### src/sv/lstc_pkg.sv
// ----------------------------------------------------------------------------
// lstc_pkg
// Shared types, constants and the arctangent table for the laser scan to
// Cartesian point pipeline.
// ----------------------------------------------------------------------------
`default_nettype none

package lstc_pkg;

    localparam int unsigned DEF_MAX_SAMPLES   = 4096;
    localparam int unsigned DEF_CORDIC_STAGES = 20;

    localparam int unsigned RANGE_W = 24;
    localparam int unsigned INDEX_W = 12;
    localparam int unsigned COORD_W = 25;
    localparam int unsigned PHASE_W = 32;
    localparam int unsigned XW      = 43;   // CORDIC vector, Q12.28 plus growth
    localparam int unsigned ZW      = 33;   // residual angle accumulator
    localparam int unsigned APB_AW  = 5;

    localparam logic [30:0] GAIN_Q31 = 31'd1304065748;

    localparam logic [2:0] CFG_START_ANGLE   = 3'd0;
    localparam logic [2:0] CFG_ANGLE_STEP    = 3'd1;
    localparam logic [2:0] CFG_MIN_RANGE     = 3'd2;
    localparam logic [2:0] CFG_MAX_RANGE     = 3'd3;
    localparam logic [2:0] CFG_SENSOR_HEIGHT = 3'd4;

    localparam logic [1:0] QUARTER_0 = 2'd0;
    localparam logic [1:0] QUARTER_1 = 2'd1;
    localparam logic [1:0] QUARTER_2 = 2'd2;
    localparam logic [1:0] QUARTER_3 = 2'd3;

    localparam logic signed [XW-1:0] ROUND_HALF  = XW'(32768);
    localparam logic signed [XW-1:0] COORD_LIMIT = XW'(16777215);

    typedef struct packed {
        logic        [1:0]    quarter;
        logic signed [XW-1:0] x;
        logic signed [XW-1:0] y;
        logic signed [ZW-1:0] z;
    } cordic_lane_t;

    function automatic logic [PHASE_W-1:0] atan_phase(input logic [4:0] idx);
        logic [PHASE_W-1:0] v;
        case (idx)
            5'd0:    v = 32'd536870912;
            5'd1:    v = 32'd316933406;
            5'd2:    v = 32'd167458907;
            5'd3:    v = 32'd85004756;
            5'd4:    v = 32'd42667331;
            5'd5:    v = 32'd21354465;
            5'd6:    v = 32'd10679838;
            5'd7:    v = 32'd5340245;
            5'd8:    v = 32'd2670163;
            5'd9:    v = 32'd1335087;
            5'd10:   v = 32'd667544;
            5'd11:   v = 32'd333772;
            5'd12:   v = 32'd166886;
            5'd13:   v = 32'd83443;
            5'd14:   v = 32'd41722;
            5'd15:   v = 32'd20861;
            5'd16:   v = 32'd10430;
            5'd17:   v = 32'd5215;
            5'd18:   v = 32'd2608;
            5'd19:   v = 32'd1304;
            5'd20:   v = 32'd652;
            5'd21:   v = 32'd326;
            5'd22:   v = 32'd163;
            5'd23:   v = 32'd81;
            5'd24:   v = 32'd41;
            5'd25:   v = 32'd20;
            5'd26:   v = 32'd10;
            5'd27:   v = 32'd5;
            5'd28:   v = 32'd3;
            5'd29:   v = 32'd1;
            5'd30:   v = 32'd1;
            default: v = 32'd0;
        endcase
        return v;
    endfunction

    // Q12.28 -> Q12.12, round half up, saturate symmetric
    function automatic logic signed [COORD_W-1:0] to_q12(input logic signed [XW-1:0] v);
        logic signed [XW-1:0] r;
        logic signed [XW-1:0] s;
        r = (v + ROUND_HALF) >>> 16;
        if (r > COORD_LIMIT)
            s = COORD_LIMIT;
        else if (r < -COORD_LIMIT)
            s = -COORD_LIMIT;
        else
            s = r;
        return s[COORD_W-1:0];
    endfunction

endpackage

`default_nettype wire

### src/sv/lstc_cordic_stage.sv
// ----------------------------------------------------------------------------
// lstc_cordic_stage
// One registered rotation-mode CORDIC micro-rotation.
// ----------------------------------------------------------------------------
`default_nettype none

module lstc_cordic_stage
    import lstc_pkg::*;
#(
    parameter int unsigned STAGE_IDX = 0
)
(
    input  wire logic         clk,
    input  wire logic         rst_n,
    input  wire logic         valid_in,
    input  wire cordic_lane_t lane_in,
    output logic              valid_out,
    output cordic_lane_t      lane_out
);

    localparam logic [4:0] SHIFT = 5'(STAGE_IDX);

    logic signed [XW-1:0] dx;
    logic signed [XW-1:0] dy;
    logic signed [ZW-1:0] dz;
    logic                 valid_reg;
    cordic_lane_t         lane_reg;
    cordic_lane_t         lane_next;

    assign dx = lane_in.y >>> SHIFT;
    assign dy = lane_in.x >>> SHIFT;
    assign dz = $signed({1'b0, atan_phase(SHIFT)});

    always_comb
    begin
        lane_next.quarter = lane_in.quarter;
        if (!lane_in.z[ZW-1])
        begin
            lane_next.x = lane_in.x - dx;
            lane_next.y = lane_in.y + dy;
            lane_next.z = lane_in.z - dz;
        end
        else
        begin
            lane_next.x = lane_in.x + dx;
            lane_next.y = lane_in.y - dy;
            lane_next.z = lane_in.z + dz;
        end
    end

    always_ff @(posedge clk or negedge rst_n)
    begin
        if (!rst_n)
            valid_reg <= 1'b0;
        else
            valid_reg <= valid_in;
    end

    always_ff @(posedge clk)
    begin
        lane_reg <= lane_next;
    end

    assign valid_out = valid_reg;
    assign lane_out  = lane_reg;

endmodule

`default_nettype wire
### config.mk
export PLATFORM = sky130hd
export DESIGN_NAME = lstc_cordic_stage
export DESIGN_NICKNAME = d
export VERILOG_FILES = /design/src/sv/lstc_pkg.sv /design/src/sv/lstc_cordic_stage.sv
export SDC_FILE = /design/constraint.sdc
export NUM_CORES = 1
export LEC_CHECK = 0
export BUFFER_PORTS_ARGS = -buffer_cell sky130_fd_sc_hd__buf_2
export CAP_MARGIN = 40
export CORE_ASPECT_RATIO = 1.1
export CORE_UTILIZATION = 25
export CTS_BUF_LIST = sky130_fd_sc_hd__clkbuf_4 sky130_fd_sc_hd__clkbuf_8
export DETAILED_ROUTE_END_ITERATION = 8
export GPL_ROUTABILITY_DRIVEN = 0
export PLACE_DENSITY_LB_ADDON = 0.08
export SYNTH_ARGS = -nofsm -noshare
export SYNTH_HDL_FRONTEND = slang
export SYNTH_SLANG_ARGS = --single-unit
### constraint.sdc
create_clock -name clk -period 0.8 [get_ports clk]
set_input_delay 0.04 -clock clk [delete_from_list [all_inputs] [get_ports clk]]
set_output_delay 0.04 -clock clk [all_outputs]
set_load 0.05 [all_outputs]
==> reports/results.tsv <==
stage	metric	value	unit
worst_setup_path	worst-path cell chain	buf_8 -> inv_6 -> ha_4 -> nand2b_4 -> a221oi_4 -> buf_4 -> o211ai_1 -> a311oi_2 -> o31ai_2 -> buf_4 -> a31oi_4 -> a221o_1 -> nand2_1 -> a221o_1	
timing	Max Fclk	452.2	MHz
grt	antenna violations before repair	0	
route	1st-pass router iterations	5	
grt	first-pass GRT wire length	73.66	mm
outcome	failing checks	hold timing, setup timing	
hold_path	WHS Endpoint	lane_out[55]$_DFF_P_	
worst_setup_path	arrival time at the worst endpoint	2610	ps
route	Final ANT Viol Nets	0	
floorplanning	Ports	246	
timing	max_slew headroom	0.5689	
timing	final setup TNS	-112550	ps
synth	Cells after Synth	1331	
cells_and_area	most frequent cells in the layout	buf_4, a21oi_1, buf_6, dfxtp_2, buf_2	
job	Max-cap violations	0	
grt	GRT Max-Usage Layer	met2	
synth	Async S/R FF share, synth	0.008264	
grt	M1 GR Usage	0.2865	
synth	biggest area consumer among synthesized cells	dfxtp_1	
route	detailed-route wire length per cell	18.10	um
cells_and_area	Layout Nets	2428	
timing	Final Max Slew Viols	0	
floorplanning	Die Ht	213.9	um
route	drt drc	0	
grt	GR met2 Demand/Resource	0.4023	
synth	top-area cell type share of the netlist area	0.2355	
grt	GRT overflow	0	
grt	met3 usage	0.03146	
clocking	hold_buf cts	40	
outcome	status	finished with violations	
hold_path	WHS Path Cells	4	
timing	Worst Max-Slew Pin Slew	640.7	ps
clocking	number of CTS-inserted buffers	17	
worst_setup_path	CP Capture Type	flip-flop	
worst_setup_path	Worst path max stage delay	410	ps
worst_setup_path	Critical Path Fanout Max	3	
grt	vias in the first global route	13255	
placed_design	port bufs	245	
clocking	Clk Tree Root Cell	clkbuf_8	
cells_and_area	commonest non-fill, non-tap cell in the layout	buf_4	
synth	Yosys reg bits	121	
route	Iter 0 DRT Violations	555	
floorplanning	core box area	40170	sq um
synth	sequential share of the synthesized area	0.2379	
clocking	Max H-tree Level	4	
clocking	TritonCTS clock tree	done	
floorplanning	Std-Cell Rows	77	
grt	total track usage	0.2318	
timing	crit share post-route	2.764	
hold_path	HP Class	input pin to flip-flop	
worst_setup_path	Req. time, crit path	1200	ps
placed_design	detailed placement HPWL	38.70	mm
synth	Post-Syn Nets	1587	
pwr	Worst VDD drop	0.001409	V
floorplanning	Die ar.	41620	sq um
worst_setup_path	Startpoint Class	input pin	
worst_setup_path	Worst path slowest cell	a311oi_2	
cells_and_area	Antenna diodes	0	
grt	largest net degree at the start of global routing	25	
pwr	leakage power	9.696	nW
route	WL final	48.85	mm
clocking	CTS clk-pin slew, worst paths	80	ps
cells_and_area	Area growth, synth to finish	107.7	%
route	total number of vias	12793	
floorplanning	die width	194.6	um
pwr	pwr dens	1674	nW/um^2
synth	Distinct cells, synth	80	
clocking	clk sinks	121	
route	vias per cell	4.742	
synth	EDFF count, synth	0	
timing	final setup violation count	206	
synth	Primary FF master, synth	dfxtp_1	
synth	top cells by area, synth	dfxtp_1, ha_1, a21oi_1	
synth	Mean Syn Cell Area	7.664	sq um
timing	final hold vios	1	
floorplanning	Initial Util	0.2539	
hold_path	min-delay src	lane_in[98]	
synth	warnings from Yosys	0	
timing	final worst path period need	2211	ps
timing	Hold WS	-10.89	ps
cells_and_area	layout cells sized above 1	0.6156	
timing	RSZ-0062 raised after global routing	yes	
worst_setup_path	Crit Path Category	input pin to flip-flop	
clocking	deepest clock path buffer count	2	
synth	mapped cell area	10200	sq um
timing	slack of the critical path	-1411	ps
-- worst max-delay path by stage --
stage / start / end / slack (ps)
2_1_floorplan: lane_in[80] / lane_out[118]$_DFF_P_ / -1510
3_3_place_gp: lane_in[76] / lane_out[69]$_DFF_P_ / -2390
3_5_place_dp: lane_in[76] / lane_out[69]$_DFF_P_ / -2350
4_1_cts: lane_in[34] / lane_out[72]$_DFF_P_ / -1460
5_1_grt: lane_in[77] / lane_out[118]$_DFF_P_ / -1460
6_report: lane_in[34] / lane_out[74]$_DFF_P_ / -1410
-- where the power goes --
part	switching, mW	total (mW)	internal, mW
Sequential	0.807	8.26	7.45
Clock	3.16	6.03	2.87
Combinational	11.4	21.2	9.84
-- cell families after synthesis --
logic type,Yosys count,share of synthesized area
xor+xnor,82,0.07040
compound gates,475,0.2929
buf+inv,188,0.07273
fa+ha+maj,132,0.1648
mux,21,0.02061
simple gates,312,0.1406
flops,121,0.2379
-- metrics by stage --
| stage | std cells | power, mW | util | area, sq um | setup slack [ps] |
|---|---|---|---|---|---|
| 3_3_place_gp | 2552 | 23.95 | 0.4100 | 16470 | -2387 |
| 5_1_grt | 2698 | 37.17 | 0.5274 | 21190 | -1463 |
| 6_report | 2698 | 35.48 | 0.5274 | 21190 | -1411 |
| 2_1_floorplan | 1331 | 17.16 | - | 11010 | -1508 |
| 3_5_place_dp | 2552 | 23.94 | 0.4100 | 16470 | -2354 |
| 4_1_cts | 2670 | 34.27 | 0.4954 | 19900 | -1455 |
-- sequential cells by signal, summed over array words and instances (netlist names) --
signal     cells
lane_out     120
valid_out      1
-- worst max-delay path: cells and delay by family --
kind / cells / cell delay (ps)
fa+ha+maj: 1 / 190
compound gates: 7 / 1680
buf+inv: 4 / 480
simple gates: 2 / 220
-- layer usage --
| layer | part of all wire | up-vias |
|---|---|---|
| li1 | - | 6363 |
| met2 | 0.50 | 319 |
| met1 | 0.44 | 6046 |
| met4 | 0.025 | 0 |
| met3 | 0.039 | 65 |
| met5 | 0 | - |
-- synth_stat cells, drive strengths merged, types with 3 or more instances --
cell type  number
a2111o          3
a2111oi         5
a211o           3
a211oi         14
a21boi          7
a21o           29
a21oi         183
a221o          10
a221oi          7
a31o            4
a31oi           6
and2            5
buf            30
clkbuf         25
clkinv          3
dfxtp         120
fa              4
ha            128
inv           130
mux2i          21
nand2          77
nand2b          7
nand3          21
nand4          14
nor2          113
nor2b          15
nor3           29
nor4           13
o211ai         18
o21a            7
o21ai         105
o21ba           3
o21bai         32
o221ai          4
o31a            3
o31ai          14
or2             4
or3             5
xnor2          73
xor2            9
-- repair_timing --
| item | CTS | global route |
|---|---|---|
| endpoints found under the hold margin | 52 | 3 |
| setup endpoints to repair | 202 | 205 |
| resized for setup | 682 | 248 |
| cloned | 0 | 0 |
| buffers inserted | 59 | 51 |
| pin swaps | 143 | 148 |
-- cell type report --
| type | count | area, sq um |
|---|---|---|
| inverter | 133 | 574.3 |
| clock inverter | 14 | 160.2 |
| tap | 513 | 641.9 |
| fill | 3768 | 18990 |
| timing repair buffer | 877 | 7662 |
| clock buffer | 18 | 241.5 |
| multi-input combinational | 1022 | 9316 |
| sequential | 121 | 2590 |
Power figures use the tool's default switching activity.
